**config.mk**
```make
export PLATFORM = sky130hd
export DESIGN_NAME = bivs_obuf_flat
export DESIGN_NICKNAME = d
export VERILOG_FILES = /design/src/rtl/bivs_pkg.sv /design/src/rtl/bivs_ifs.sv /design/src/rtl/bivs_obuf.sv /design/src/flat_wrapper.sv
export SDC_FILE = /design/constraint.sdc
export NUM_CORES = 1
export LEC_CHECK = 0
export BUFFER_PORTS_ARGS = -buffer_cell sky130_fd_sc_hd__buf_2
export CORE_ASPECT_RATIO = 1.25
export CORE_MARGIN = 5
export CORE_UTILIZATION = 45
export CTS_BUF_LIST = sky130_fd_sc_hd__clkbuf_4
export CTS_CLUSTER_SIZE = 8
export DETAILED_ROUTE_END_ITERATION = 10
export PLACE_DENSITY = 0.88
export SETUP_SLACK_MARGIN = 0.1
export SLEW_MARGIN = 20
export SYNTH_ARGS = -nofsm -noshare
export SYNTH_HDL_FRONTEND = slang
export SYNTH_SLANG_ARGS = --single-unit
```
**constraint.sdc**
```tcl
create_clock -name clk -period 1.8 [get_ports clk]
set_input_delay 0 -clock clk [delete_from_list [all_inputs] [get_ports clk]]
set_output_delay 0 -clock clk [all_outputs]
set_load 0.02 [all_outputs]
```
**src/rtl/bivs_pkg.sv**
```systemverilog
// shared types, codes and constants of the bounded integer vector store
package bivs_pkg;

    localparam int DEPTH_DEF = 256;
    localparam int FUNC_W    = 3;
    localparam int INDEX_W   = 8;
    localparam int VALUE_W   = 32;
    localparam int COUNT_W   = 9;

    typedef enum logic [FUNC_W-1:0] {
        OP_PUSH     = 3'd0,
        OP_READ     = 3'd1,
        OP_REMOVE   = 3'd2,
        OP_CONTAINS = 3'd3,
        OP_CLEAR    = 3'd4
    } op_t;

    typedef enum logic [1:0] {
        ST_IDLE,
        ST_WALK,
        ST_DONE
    } state_t;

    typedef struct packed {
        logic                      ok;
        logic signed [VALUE_W-1:0] data;
        logic [COUNT_W-1:0]        count;
    } result_t;

endpackage

```
**src/rtl/bivs_ifs.sv**
```systemverilog


interface bivs_rsp_if;
    logic                                valid;
    logic                                ready;
    logic                                ok;
    logic signed [bivs_pkg::VALUE_W-1:0] data;
    logic [bivs_pkg::COUNT_W-1:0]        count;

    modport source (output valid, output ok, output data, output count, input ready);
    modport sink (input valid, input ok, input data, input count, output ready);
endinterface

```
**src/rtl/bivs_obuf.sv**
```systemverilog
// result register between the controller and the response channel
module bivs_obuf (
    input  logic              clk,
    input  logic              rst_n,
    input  logic              load,
    input  bivs_pkg::result_t res,
    output logic              can_load,
    bivs_rsp_if.source        rsp
);

    logic              valid_reg;
    logic              valid_next;
    bivs_pkg::result_t res_reg;

    assign can_load = !valid_reg || rsp.ready;

    always_comb
    begin
        valid_next = valid_reg;
        if (load)
        begin
            valid_next = 1'b1;
        end
        else if (rsp.ready)
        begin
            valid_next = 1'b0;
        end
    end

    always_ff @(posedge clk or negedge rst_n)
    begin
        if (!rst_n)
        begin
            valid_reg <= 1'b0;
        end
        else
        begin
            valid_reg <= valid_next;
        end
    end

    always_ff @(posedge clk)
    begin
        if (load)
        begin
            res_reg <= res;
        end
    end

    assign rsp.valid = valid_reg;
    assign rsp.ok    = res_reg.ok;
    assign rsp.data  = res_reg.data;
    assign rsp.count = res_reg.count;

endmodule

```
**src/flat_wrapper.sv**
```systemverilog
// flat-port wrapper written by rule: the top's interface ports become plain ports
module bivs_obuf_flat 
  (clk, rst_n, load, res, can_load, rsp_valid, rsp_ok, rsp_data, rsp_count, rsp_ready);
  bivs_rsp_if rsp_i ();
  input  logic clk;
  input  logic rst_n;
  input  logic load;
  input  bivs_pkg::result_t res;
  output logic can_load;
  output wire logic [$bits(rsp_i.valid)-1:0] rsp_valid;
  output wire logic [$bits(rsp_i.ok)-1:0] rsp_ok;
  output wire logic [$bits(rsp_i.data)-1:0] rsp_data;
  output wire logic [$bits(rsp_i.count)-1:0] rsp_count;
  input wire logic [$bits(rsp_i.ready)-1:0] rsp_ready;
  assign rsp_valid = rsp_i.valid;
  assign rsp_ok = rsp_i.ok;
  assign rsp_data = rsp_i.data;
  assign rsp_count = rsp_i.count;
  assign rsp_i.ready = rsp_ready;
  bivs_obuf u_core (.clk(clk), .rst_n(rst_n), .load(load), .res(res), .can_load(can_load), .rsp(rsp_i));
endmodule
```
==> run metrics, run 1 <==
status finished, final reports clean; initial antenna violation count 0; VDD IR max roughly 0.00072 V; initial drt markers 19; post-synth net total 91; register bit count reported by yosys 43; Critical Path RT roughly 1800 ps; CTS tree built; Die ar. between 0.004 and 0.005 mm2; power density over the cells roughly 850 mW/mm2; CP startpoint kind register; syn avg cell area 29.1 um2; Final Wtd Congestion about 0.7; YS warnings 0; Total Wirelength roughly 3800 um; crit path to can_load; fraction of synthesized area in multiplexers 0%; crit path from u_core.rsp.valid; number of I/O pins 90; Post-Synthesis Cell Area 0.00131 mm2; DR vias/cell 4.46; Arr. time, crit path 1030 ps; Int Power about 1.5 mW; RSZ-0062 raised after global routing false; Antenna Nets Post-Route 0; Slew Viols, Final 0; setup TNS 0 ps; clk sinks between 40 and 50; clk root buf clkbuf_4; crit-path max FO 2; Tot GR Track Use between 20 and 25%; Syn Inst Count 45; min Tclk post-route 1030 ps; CP Class reg2out; worst flop-to-flop path startpoint u_core.rsp.valid; max reg flops 32; period utilization 57.2%; sequential power share approximately 60%; die height 70.3 um; clk buf depth 2; Post-Synth Adder-Cell Area 0%; initial core utilization roughly 46%; simple-gate share of the synthesized area 1.72%; Vias 1000; worst-skew pair later-pin latency about 340 ps; setup bufs post-CTS 0; post-synthesis xor/xnor area fraction 0%; pin count of the biggest net entering global routing 26; Hold Crit Class in2reg; Final Hold Violating Endpoints 0; Peak Freq between 900 and 1000 MHz; final setup fails 0; first-pass GRT wire length around 5800 um; Clock power frac between 20% and 30%; htree depth 2; post-synthesis compound-gate area fraction 0%; Die Width a little under 60 um; Logic pwr share between 15 and 20%; Cell variety after synth 4; routed len/inst ~17 um; Syn-to-layout area delta 77.8%; worst reg-to-reg path cell count 2; most frequent cells in the layout buf_2, dlygate4sd3_1, edfxtp_1, clkbuf_4; slew margin rel. 70.4%; most common cell after layout, fill and taps aside buf_2; vias in the first global route 1082; LEAKAGE roughly 1.0 nW; proportion of layout cells with a drive suffix above 1 about 53%; GRT overflow 0; Seq/Total Area, Yosys between 90 and 100%; cell depth of the worst hold path 1; Switching Share 24.1%; post-route design area 0.00233 mm2; Crit Reg-Reg Endpoint u_core.rsp.valid; DRT Pass-1 Iters 4; final-stage net count about 230; cts bufs inserted 5; net switching power figure 478 uW; Cell Rows 22; diode count 0; reg2reg setup slack 1120 ps; Crit. End Element primary output; final clock skew 0 ps; Core ar. between 0.002 and 0.003 mm2; drt drc 0; Area after DPL around 0.0018 mm2; CTS clk-pin slew, worst paths around 120 ps; largest family of logic cells by synthesized area simple AND/OR/NAND/NOR gates; Max Cap Viol 0; pin slew with the least headroom to its limit roughly 440 ps; port bufs 89
-- through the flow --
stage          power, mW  hold WS (ps)  setup slack, ps  utilization [%]  cells
2_1_floorplan       1.34          -296             1030                -     45
3_3_place_gp        1.48          -224              921             63.5    171
3_5_place_dp        1.49          -222              893             63.5    171
4_1_cts             1.99          97.2              765             81.3    224
5_1_grt             2.07           116              720             81.3    224
6_report            1.98           122              770             81.3    224
-- kinds of logic after synthesis --
kind of cell / count (synthesis)
AND/OR/NAND/NOR: 2
flip-flops: 43
-- per-layer routing --
layer	track usage, %	routed length, um	up-vias
met3	7.39	386	9
met5	0	0	-
met4	10.8	112	0
li1	-	-	462
met1	20.4	1210	472
met2	36.4	2130	57
-- worst min path at each step --
| stage | startpoint | to | slack [ps] |
|---|---|---|---|
| after floorplan | rst_n | u_core.rsp.valid | -300 |
| after global placement | rst_n | u_core.rsp.valid | -220 |
| after detailed placement | rst_n | u_core.rsp.valid | -220 |
| after CTS | load | u_core.rsp.data[4] | 100 |
| after global routing | load | u_core.rsp.data[6] | 120 |
| final | load | u_core.rsp.data[6] | 120 |
-- layout make-up --
| class | instances | area [um2] |
|---|---|---|
| timing repair buffer | 135 | 916 |
| clock buffer | 6 | 45.0 |
| sequential | 43 | 1290 |
| multi-input combinational | 2 | 22.5 |
| clock inverter | 2 | 12.5 |
| fill | 159 | 536 |
| tap | 36 | 45.0 |
-- power groups by stage --
stage	registers [mW]	logic [mW]	clock network (mW)
detailed placement	1.23	0.258	0
global placement	1.22	0.253	0
floorplan	1.33	0.00642	0
CTS	1.20	0.333	0.448
finish	1.21	0.340	0.438
global route	1.21	0.359	0.496
-- synth_stat cells --
| cell | number | area, um2 |
|---|---|---|
| edfxtp_1 | 42 | 1260 |
| dfrtp_1 | 1 | 25.0 |
| nand2b_2 | 1 | 8.76 |
| nand2b_4 | 1 | 13.8 |
-- worst max-delay path, cell delays in order (launching register included) --
cell	delay (ps)
dfrtp_1	440
nand2b_4	90
buf_2	160
-- what timing repair did --
action	CTS	global route
resized for setup	0	0
setup endpoints to repair	0	0
hold buffers	45	0
endpoints found under the hold margin	44	0
Power figures use the tool's default switching activity.
==> run 2, diff against run 1 <==
- ABC_AREA: unset -> 1
- CORE_UTILIZATION: 45 -> 42
- PLACE_DENSITY: 0.88 -> 0.83
- clock period: 1.8 -> 1 ns (I/O delays scaled with it)
==> run metrics, run 2 <==
status finished, final reports clean; die height a little over 70 um; slew margin rel. a little under nine tenths; pin slew with the least headroom to its limit 224 ps; initial core utilization 43.9%; syn avg cell area ~28 um2; most common cell after layout, fill and taps aside buf_2; slowest cell delay on critical path 410 ps; Crit. End Element primary output; Final Wtd Congestion 0.716; most numerous cell in the Yosys netlist edfxtp_1; routing usage on met2 between 30% and 40%; Post-synth EDFFs 42; DR vias/cell about 4.6; period utilization between 90% and 100%; Antenna Nets Post-Route 0; Syn Inst Count 47; clk buf depth 2; final-stage net count about 240; Hold Crit Class in2reg; Peak Freq between 1000 and 1500 MHz; worst-skew pair later-pin latency approximately 340 ps; CTS tree built; port bufs 89; Core ar. 0.00297 mm2; Vias approximately 1000; Syn-to-layout area delta 98.2%; final setup fails 0; crit path max-delay cell type dfrtp_1; cell taking the most area after synthesis edfxtp_1; Post-Synthesis Cell Area between 0.001 and 0.0015 mm2; number of I/O pins 90; cts bufs inserted 5; final clock skew 0 ps; drt drc 0; Slew Viols, Final 0; initial drt markers between 60 and 70; Post-synth top cells edfxtp_1, inv_1, nand2_2, dfrtp_1; LEAKAGE ~1.1 nW; Cell Rows 22; RSZ-0062 raised after global routing true; setup TNS 0 ps; Synth Flop Type edfxtp_1; Seq/Total Area, Yosys roughly 98%; hold slack between 100 and 150 ps; pin count of the biggest net entering global routing 44; met3 Track Usage GR a little under a tenth; vias in the first global route between 1000 and 1500; Tot Pwr 3.77 mW; CP startpoint kind register; Total Wirelength approximately 4300 um; most frequent cells in the layout buf_2, dlygate4sd3_1, buf_6, edfxtp_1, clkbuf_4; Final Hold Violating Endpoints 0; worst-path cell chain nand2_2 -> buf_6; htree depth 2; max reg flops 32; clk root buf clkbuf_4; utilization after layout a little under 90%; busiest grt layer met2; Max Cap Viol 0; min Tclk post-route between 900 and 1000 ps; Die Width ~60 um; first-pass GRT wire length 5440 um; proportion of layout cells with a drive suffix above 1 a little over half; Critical Path RT 1000 ps; initial antenna violation count 0; register bit count reported by yosys 43; diode count 0; Cell variety after synth 4; YS warnings 0; VDD IR max roughly 0.0011 V; clk sinks 43; GRT overflow 0; top post-synthesis cells by area edfxtp_1, dfrtp_1, nand2_2; Async SR Flop Fraction ~2.3%; CTS clk-pin slew, worst paths 120 ps; Tot GR Track Use 18.1%; Global Route met1 Usage 19.6%; Synth top area share 96.6%; power density over the cells 1460 mW/mm2; Die ar. 0.00433 mm2; routed len/inst 19.1 um; Arr. time, crit path around 950 ps; crit-path max FO 2; CP Class reg2out; post-synth net total 93; DRT Pass-1 Iters 4
-- run 2: cell count changes after synthesis --
cell / delta
nand2b_4: -1
inv_1: +2
nand2_2: +2
nand2b_2: -1
-- run 2: cell type report --
cell class	instances	area (um2)
Fill cell	126	384
Multi-Input combinational cell	2	12.5
Sequential cell	43	1290
Inverter	2	7.51
Tap cell	36	45.0
Clock buffer	6	45.0
Timing Repair Buffer	136	1190
-- run 2: worst paths after layout --
kind | end | startpoint | slack [ps] | depth (start not counted)
max | can_load | u_core.rsp.valid | 50 | 2
min | u_core.rsp.data[31] | load | 130 | 2
max reg2reg | u_core.rsp.valid | u_core.rsp.valid | 270 | 3
min reg2reg | u_core.rsp.valid | u_core.rsp.valid | 660 | 3
max in group asynchronous | u_core.rsp.valid | rst_n | 420 | 3
min in group asynchronous | u_core.rsp.valid | rst_n | 470 | 3
-- run 2: where the power goes --
group | internal (mW) | switching, mW | leakage, nW
sequential | 2.14 | 0.0742 | 0.422
clock | 0.278 | 0.507 | 0.0276
combinational | 0.436 | 0.341 | 0.659
-- run 2: per-layer routing --
layer	vias to the layer above	part of all wire [%]
li1	467	-
met1	495	35
met2	71	50
met3	9	13
met4	0	2.2
met5	-	0
-- run 2: logic make-up (layout without fill, tap and decap cells) --
logic type / count (synthesis) / count (layout) / synth area share (%)
buffers and inverters: 2 / 144 / 0.575
DFF: 43 / 43 / 98.5
and+or+nand+nor: 2 / 2 / 0.958
-- run 2: per-stage QoR --
stage / worst slack [ps] / cells / instance area (um2)
after floorplan: 224 / 47 / 1310
after global placement: 348 / 173 / 1820
after detailed placement: 332 / 173 / 1820
after CTS: 48.0 / 225 / 2350
after global routing: -20.6 / 225 / 2590
final: 47.1 / 225 / 2590
-- run 2: worst max-delay path, delay by kind of cell, from the launching register on --
kind | cells | cell delay (ps)
flip-flops | 1 | 410
buffers and inverters | 1 | 120
AND/OR/NAND/NOR | 1 | 80
-- run 2: timing repair --
action,CTS,global route
hold endpoints to repair,44,0
buffers inserted,1,0
endpoints found under the setup margin,11,44
pin swaps,1,0
hold buffers,45,0
gates resized for setup,10,76
