### config.mk
export PLATFORM = sky130hd
export DESIGN_NAME = bivs_ctrl_flat
export DESIGN_NICKNAME = d
export VERILOG_FILES = /design/src/rtl/bivs_pkg.sv /design/src/rtl/bivs_ifs.sv /design/src/rtl/bivs_ctrl.sv /design/src/flat_wrapper.sv
export SDC_FILE = /design/constraint.sdc
export NUM_CORES = 1
export LEC_CHECK = 0
export BUFFER_PORTS_ARGS = -buffer_cell sky130_fd_sc_hd__buf_2
export CAP_MARGIN = 40
export CORE_AREA = 2 2 219 113
export DETAILED_ROUTE_END_ITERATION = 16
export DIE_AREA = 0 0 221 115
export PLACE_DENSITY_LB_ADDON = 0.25
export SYNTH_ARGS = -nofsm -noshare
export SYNTH_HDL_FRONTEND = slang
export SYNTH_SLANG_ARGS = --single-unit
### constraint.sdc
create_clock -name clk -period 11.7 [get_ports clk]
set_clock_uncertainty 0.15 [all_clocks]
set_input_delay 1.755 -clock clk [delete_from_list [all_inputs] [get_ports clk]]
set_output_delay 1.755 -clock clk [all_outputs]
set_load 0.1 [all_outputs]
### src/rtl/bivs_pkg.sv
// shared types, codes and constants of the bounded integer vector store
package bivs_pkg;

    localparam int DEPTH_DEF = 256;
    localparam int FUNC_W    = 3;
    localparam int INDEX_W   = 8;
    localparam int VALUE_W   = 32;
    localparam int COUNT_W   = 9;

    typedef enum logic [FUNC_W-1:0] {
        OP_PUSH     = 3'd0,
        OP_READ     = 3'd1,
        OP_REMOVE   = 3'd2,
        OP_CONTAINS = 3'd3,
        OP_CLEAR    = 3'd4
    } op_t;

    typedef enum logic [1:0] {
        ST_IDLE,
        ST_WALK,
        ST_DONE
    } state_t;

    typedef struct packed {
        logic                      ok;
        logic signed [VALUE_W-1:0] data;
        logic [COUNT_W-1:0]        count;
    } result_t;

endpackage

### src/rtl/bivs_ifs.sv
// request and response channel interfaces
interface bivs_req_if;
    logic                                valid;
    logic                                ready;
    logic [bivs_pkg::FUNC_W-1:0]         func;
    logic [bivs_pkg::INDEX_W-1:0]        index;
    logic signed [bivs_pkg::VALUE_W-1:0] value;

    modport source (output valid, output func, output index, output value, input ready);
    modport sink (input valid, input func, input index, input value, output ready);
endinterface


### src/rtl/bivs_ctrl.sv
// request sequencer: count register, element walk and memory access control
module bivs_ctrl #(
    parameter int DEPTH = bivs_pkg::DEPTH_DEF,
    parameter int AW    = $clog2(DEPTH),
    parameter int CNT_W = $clog2(DEPTH + 1)
) (
    input  logic                         clk,
    input  logic                         rst_n,
    bivs_req_if.sink                     req,
    output logic                         mem_we,
    output logic [AW-1:0]                mem_waddr,
    output logic [bivs_pkg::VALUE_W-1:0] mem_wdata,
    output logic                         mem_re,
    output logic [AW-1:0]                mem_raddr,
    input  logic [bivs_pkg::VALUE_W-1:0] mem_rdata,
    output logic                         load,
    output bivs_pkg::result_t            res,
    input  logic                         can_load
);

    bivs_pkg::state_t                     state_reg, state_next;
    logic [CNT_W-1:0]                     cnt_reg, cnt_next;
    logic [bivs_pkg::FUNC_W-1:0]          op_reg, op_next;
    logic [bivs_pkg::VALUE_W-1:0]         value_reg, value_next;
    logic [CNT_W-1:0]                     ptr_reg, ptr_next;
    logic [CNT_W-1:0]                     end_reg, end_next;
    logic                                 fire_reg, fire_next;
    logic [AW-1:0]                        fire_addr_reg, fire_addr_next;
    logic                                 ok_reg, ok_next;
    logic signed [bivs_pkg::VALUE_W-1:0]  data_reg, data_next;
    logic                                 issue;
    logic                                 idx_ok;

    assign req.ready = (state_reg == bivs_pkg::ST_IDLE);
    assign idx_ok    = (32'(req.index) < 32'(cnt_reg));
    assign res       = '{ok: ok_reg, data: data_reg, count: bivs_pkg::COUNT_W'(cnt_reg)};

    always_comb
    begin
        state_next     = state_reg;
        cnt_next       = cnt_reg;
        op_next        = op_reg;
        value_next     = value_reg;
        ptr_next       = ptr_reg;
        end_next       = end_reg;
        fire_next      = 1'b0;
        fire_addr_next = fire_addr_reg;
        ok_next        = ok_reg;
        data_next      = data_reg;
        mem_we         = 1'b0;
        mem_waddr      = '0;
        mem_wdata      = '0;
        mem_re         = 1'b0;
        mem_raddr      = '0;
        load           = 1'b0;
        issue          = 1'b0;
        case (state_reg)
            bivs_pkg::ST_IDLE:
            begin
                if (req.valid)
                begin
                    op_next    = req.func;
                    value_next = req.value;
                    ok_next    = 1'b0;
                    data_next  = '0;
                    state_next = bivs_pkg::ST_DONE;
                    case (req.func)
                        bivs_pkg::OP_PUSH:
                        begin
                            if (cnt_reg < CNT_W'(DEPTH))
                            begin
                                mem_we    = 1'b1;
                                mem_waddr = cnt_reg[AW-1:0];
                                mem_wdata = req.value;
                                cnt_next  = cnt_reg + CNT_W'(1);
                                ok_next   = 1'b1;
                            end
                        end
                        bivs_pkg::OP_READ:
                        begin
                            if (idx_ok)
                            begin
                                ok_next    = 1'b1;
                                ptr_next   = CNT_W'(req.index);
                                end_next   = CNT_W'(req.index) + CNT_W'(1);
                                state_next = bivs_pkg::ST_WALK;
                            end
                        end
                        bivs_pkg::OP_REMOVE:
                        begin
                            if (idx_ok)
                            begin
                                ok_next    = 1'b1;
                                ptr_next   = CNT_W'(req.index) + CNT_W'(1);
                                end_next   = cnt_reg;
                                state_next = bivs_pkg::ST_WALK;
                            end
                        end
                        bivs_pkg::OP_CONTAINS:
                        begin
                            ptr_next   = '0;
                            end_next   = cnt_reg;
                            state_next = bivs_pkg::ST_WALK;
                        end
                        bivs_pkg::OP_CLEAR:
                        begin
                            cnt_next = '0;
                            ok_next  = 1'b1;
                        end
                        default:
                        begin
                        end
                    endcase
                end
            end
            bivs_pkg::ST_WALK:
            begin
                // one read issued per cycle, its data handled the cycle after
                issue = (ptr_reg < end_reg) && !(op_reg == bivs_pkg::OP_CONTAINS && ok_reg);
                mem_re    = issue;
                mem_raddr = ptr_reg[AW-1:0];
                if (issue)
                begin
                    ptr_next       = ptr_reg + CNT_W'(1);
                    fire_next      = 1'b1;
                    fire_addr_next = ptr_reg[AW-1:0];
                end
                if (fire_reg)
                begin
                    case (op_reg)
                        bivs_pkg::OP_READ:
                        begin
                            data_next = mem_rdata;
                        end
                        bivs_pkg::OP_CONTAINS:
                        begin
                            if (mem_rdata == value_reg)
                            begin
                                ok_next = 1'b1;
                            end
                        end
                        bivs_pkg::OP_REMOVE:
                        begin
                            mem_we    = 1'b1;
                            mem_waddr = fire_addr_reg - AW'(1);
                            mem_wdata = mem_rdata;
                        end
                        default:
                        begin
                        end
                    endcase
                end
                if (!issue)
                begin
                    state_next = bivs_pkg::ST_DONE;
                    if (op_reg == bivs_pkg::OP_REMOVE)
                    begin
                        cnt_next = cnt_reg - CNT_W'(1);
                    end
                end
            end
            bivs_pkg::ST_DONE:
            begin
                load = can_load;
                if (can_load)
                begin
                    state_next = bivs_pkg::ST_IDLE;
                end
            end
            default:
            begin
                state_next = bivs_pkg::ST_IDLE;
            end
        endcase
    end

    always_ff @(posedge clk or negedge rst_n)
    begin
        if (!rst_n)
        begin
            state_reg <= bivs_pkg::ST_IDLE;
            cnt_reg   <= '0;
            fire_reg  <= 1'b0;
        end
        else
        begin
            state_reg <= state_next;
            cnt_reg   <= cnt_next;
            fire_reg  <= fire_next;
        end
    end

    always_ff @(posedge clk)
    begin
        op_reg        <= op_next;
        value_reg     <= value_next;
        ptr_reg       <= ptr_next;
        end_reg       <= end_next;
        fire_addr_reg <= fire_addr_next;
        ok_reg        <= ok_next;
        data_reg      <= data_next;
    end

    a_cnt_bound: assert property (@(posedge clk) disable iff (!rst_n)
        cnt_reg <= CNT_W'(DEPTH))
        else $error("element count above capacity");

    a_read_in_range: assert property (@(posedge clk) disable iff (!rst_n)
        mem_re |-> ptr_reg < cnt_reg)
        else $error("memory read at or beyond count");

    a_shift_addr: assert property (@(posedge clk) disable iff (!rst_n)
        (state_reg == bivs_pkg::ST_WALK && fire_reg && op_reg == bivs_pkg::OP_REMOVE)
        |-> fire_addr_reg != '0)
        else $error("shift write below entry zero");

    a_remove_dec: assert property (@(posedge clk) disable iff (!rst_n)
        (state_reg == bivs_pkg::ST_WALK && !issue && op_reg == bivs_pkg::OP_REMOVE)
        |=> cnt_reg == $past(cnt_reg) - CNT_W'(1))
        else $error("remove did not decrement count");

    a_done_hold: assert property (@(posedge clk) disable iff (!rst_n)
        (state_reg == bivs_pkg::ST_DONE && !can_load)
        |=> state_reg == bivs_pkg::ST_DONE && $stable(cnt_reg) && $stable(ok_reg))
        else $error("pending result changed while output stalled");

endmodule

### src/flat_wrapper.sv
// flat-port wrapper written by rule: the top's interface ports become plain ports
module bivs_ctrl_flat 
#(
    parameter int DEPTH = bivs_pkg::DEPTH_DEF,
    parameter int AW    = $clog2(DEPTH),
    parameter int CNT_W = $clog2(DEPTH + 1)
)
  (clk, rst_n, mem_we, mem_waddr, mem_wdata, mem_re, mem_raddr, mem_rdata, load, res, can_load, req_valid, req_func, req_index, req_value, req_ready);
  bivs_req_if req_i ();
  input  logic clk;
  input  logic rst_n;
  output logic mem_we;
  output logic [AW-1:0] mem_waddr;
  output logic [bivs_pkg::VALUE_W-1:0] mem_wdata;
  output logic mem_re;
  output logic [AW-1:0] mem_raddr;
  input  logic [bivs_pkg::VALUE_W-1:0] mem_rdata;
  output logic load;
  output bivs_pkg::result_t res;
  input  logic can_load;
  input wire logic [$bits(req_i.valid)-1:0] req_valid;
  input wire logic [$bits(req_i.func)-1:0] req_func;
  input wire logic [$bits(req_i.index)-1:0] req_index;
  input wire logic [$bits(req_i.value)-1:0] req_value;
  output wire logic [$bits(req_i.ready)-1:0] req_ready;
  assign req_i.valid = req_valid;
  assign req_i.func = req_func;
  assign req_i.index = req_index;
  assign req_i.value = req_value;
  assign req_ready = req_i.ready;
  bivs_ctrl #(.DEPTH(DEPTH), .AW(AW), .CNT_W(CNT_W)) u_core (.clk(clk), .rst_n(rst_n), .req(req_i), .mem_we(mem_we), .mem_waddr(mem_waddr), .mem_wdata(mem_wdata), .mem_re(mem_re), .mem_raddr(mem_raddr), .mem_rdata(mem_rdata), .load(load), .res(res), .can_load(can_load));
endmodule
==> qor.yml <==
end_kind: "primary output"
post_cts_buffers: 0
nets: 784
register_area_um2: 3120
synthTopCellsByArea: "edfxtp_1 49%, dfrtp_1 5.2%, a22o_1 5.1%"
r2r_slack_ns: 8.80
synthArstFlopShare_pct: 11.3
first_iter_violations: 373
pin_count: 173
wl_per_cell_um: 19.9
crit_fanout: 22
coreArea_um2: 23600
dp_hpwl_um: 15500
antenna_cells: 0
multiInputGateArea_um2: 2510
period_share_pct: 46.4
grt_max_degree: 64
status: "completed"
syn_inst: 520
crit_chain: "buf_2 -> nor2_1 -> nand2_1 -> nor2_4 -> buf_16 -> a22o_1 -> buf_2"
port_buffers: 172
dieWidth_um: 221
syn2layout_area_growth_pct: 26.0
cts_buffers: 9
firstDrtPassIters: 4
setup-violations-final: 0
vias: 4781
leakagePower_nw: 2.97
cts_hold_buf: 0
worstSetupStartpointType: "input pin"
cp.arrival_ns: 3.52
gp_congestion: 0.862
ir_drop_mv: 0.117
rsz0062_at_grt: "no"
initial_utilization_pct: 24.7
crit_required_ns: 9.80
rows: 40
finish.utilization_pct: 31.1
grt_pass1_vias: 4306
tritoncts: "built"
yosys.area.top_type: "edfxtp_1"
synth.ff_latch_count: 106
path_class: "input pin to primary output"
viasPerCell: 4.76
synth-edff-count: 94
clock.fmax_mhz: 184
finalCriticalPeriod_ns: 5.43
antenna_left: 0
hold_start: "u_core.ptr_reg[1]"
path_buf_inv: 3
synth.net_count: 619
cts_root_buf: "clkbuf_16"
synth_top_area_share_pct: 48.5
slowest_stage: "nor2_4"
seq_area_frac_synth_pct: 53.7
cp.depth: 7
die_area_um2: 25400
hold_viol: 0
placed_area_um2: 7050
totalNegativeSetupSlack_ns: 0
dieHeight_um: 115
drive_gt1_share_pct: 29.9
hold_class: "flip-flop to flip-flop"
r2r-start: "u_core.state_reg[0]"
synth_area_um2: 5810
clkSinkCount: 106
htree_levels: 3
grt_pass1_wl_um: 28700
yosysWarnings: 0
grt_usage_pct: 15.5
clockBufferDepth: 2
slew_violations: 0
antenna_found_initial: 0
post_cts_resized: 0
fillerInstances: 2483
clk_pin_slew_ns: 0.07
power_density_nw_per_um2: 240
drv_cap: 0
routed_wl_um: 20000
gr-total-overflow: 0
ys.flop_type: "edfxtp_1"
max_slew_margin_pct: 51.2
drc: 0
syn_area_per_cell_um2: 11.2
holdPathEnd: "u_core.fire_addr_reg[1]"
cp_top_family: "buffers and inverters"
ys_types: 49
reg2reg_depth: 7
clock_latency_ns: 0.37
worst_pin_slew_ns: 0.732
rr_endpoint: "u_core.cnt_reg[3]"
cpMostUsedCell: "buf_2"
final_area_um2: 7330
critical-path-max-stage-delay_ns: 0.50
hold_depth: 0
metrics by stage:
| stage | hold slack [ns] | power [W] | cells | setup slack (ns) |
|---|---|---|---|---|
| detailed placement | 0.442 | 0.00147 | 989 | 6.28 |
| global placement | 0.448 | 0.00147 | 986 | 6.00 |
| floorplan | 0.345 | 0.00126 | 520 | 5.54 |
| finish | 0.444 | 0.00176 | 1005 | 6.27 |
| CTS | 0.456 | 0.00176 | 1005 | 6.27 |
| global route | 0.480 | 0.00183 | 1005 | 6.14 |
Yosys cell counts, drive strengths merged (2+ instances only):
master  number
a211oi       3
a21o         3
a21oi       26
a221oi       7
a22o        34
a22oi        5
a31o         2
a31oi        8
and2        43
and3         3
buf          7
clkbuf      19
dfrtp       12
edfxtp      94
ha          20
inv         22
mux2         3
nand2       34
nand2b       6
nand3       13
nand4       12
nand4b       4
nor2        28
nor2b        4
nor3         5
nor4         7
nor4b        2
o21a         2
o21ai       24
o22ai        7
o31a         2
xnor2       32
xor2        17
metal layers:
metal / vias to the layer above / global-route usage [%] / share of wire [%]
met2: 182 / 19.2 / 37
met4: 0 / 2.42 / 0.59
met3: 15 / 5.09 / 7.4
met1: 2314 / 25.1 / 55
met5: - / 0 / 0
li1: 2270 / - / -
power by group:
group          leakage [nW]  internal [W]  switching, W
clock network         0.132      0.000146      0.000147
logic                  1.80      0.000167      0.000660
registers              1.04      0.000536     0.0000983
layout make-up:
cell class	instances	share of cell area (%)
Tap cell	315	5.38
Clock buffer	9	3.07
Multi-Input combinational cell	366	34.3
Timing Repair Buffer	180	12.8
Clock inverter	7	0.683
Inverter	22	1.13
Sequential cell	106	42.6
kinds of logic (layout without fill, tap and decap cells):
group / Yosys count / in the layout / share of synthesized area, %
simple gates: 166 / 166 / 15.3
compound gates: 127 / 127 / 15.0
flops: 106 / 106 / 53.7
xor+xnor: 49 / 49 / 7.38
buf+inv: 48 / 218 / 3.44
fa+ha+maj: 20 / 20 / 4.30
mux: 4 / 4 / 0.818
worst max-delay path by stage:
stage,from,end,slack [ns]
detailed placement,req_func[0],mem_wdata[26],6.28
finish,req_func[0],mem_wdata[26],6.27
global placement,req_func[0],mem_waddr[6],6.00
CTS,req_func[0],mem_wdata[26],6.27
global route,req_func[0],mem_wdata[16],6.14
floorplan,u_core.state_reg[0],mem_we,5.54
cell usage in the layout (no fill, tap or decap), types with 4 or more instances in the layout:
cell type / instances
a21oi_1: 26
a221oi_1: 7
a22o_1: 34
a22oi_1: 5
a31oi_1: 8
and2_1: 43
buf_2: 172
buf_4: 7
clkbuf_16: 9
dfrtp_1: 12
edfxtp_1: 94
ha_1: 20
inv_1: 21
nand2_1: 33
nand2b_1: 6
nand3_1: 13
nand4_1: 12
nand4b_1: 4
nor2_1: 27
nor2b_1: 4
nor3_1: 5
nor4_1: 7
o21ai_0: 23
o22ai_1: 7
xnor2_1: 32
xor2_1: 17
Note: power is estimated with default switching activity, not from simulation.
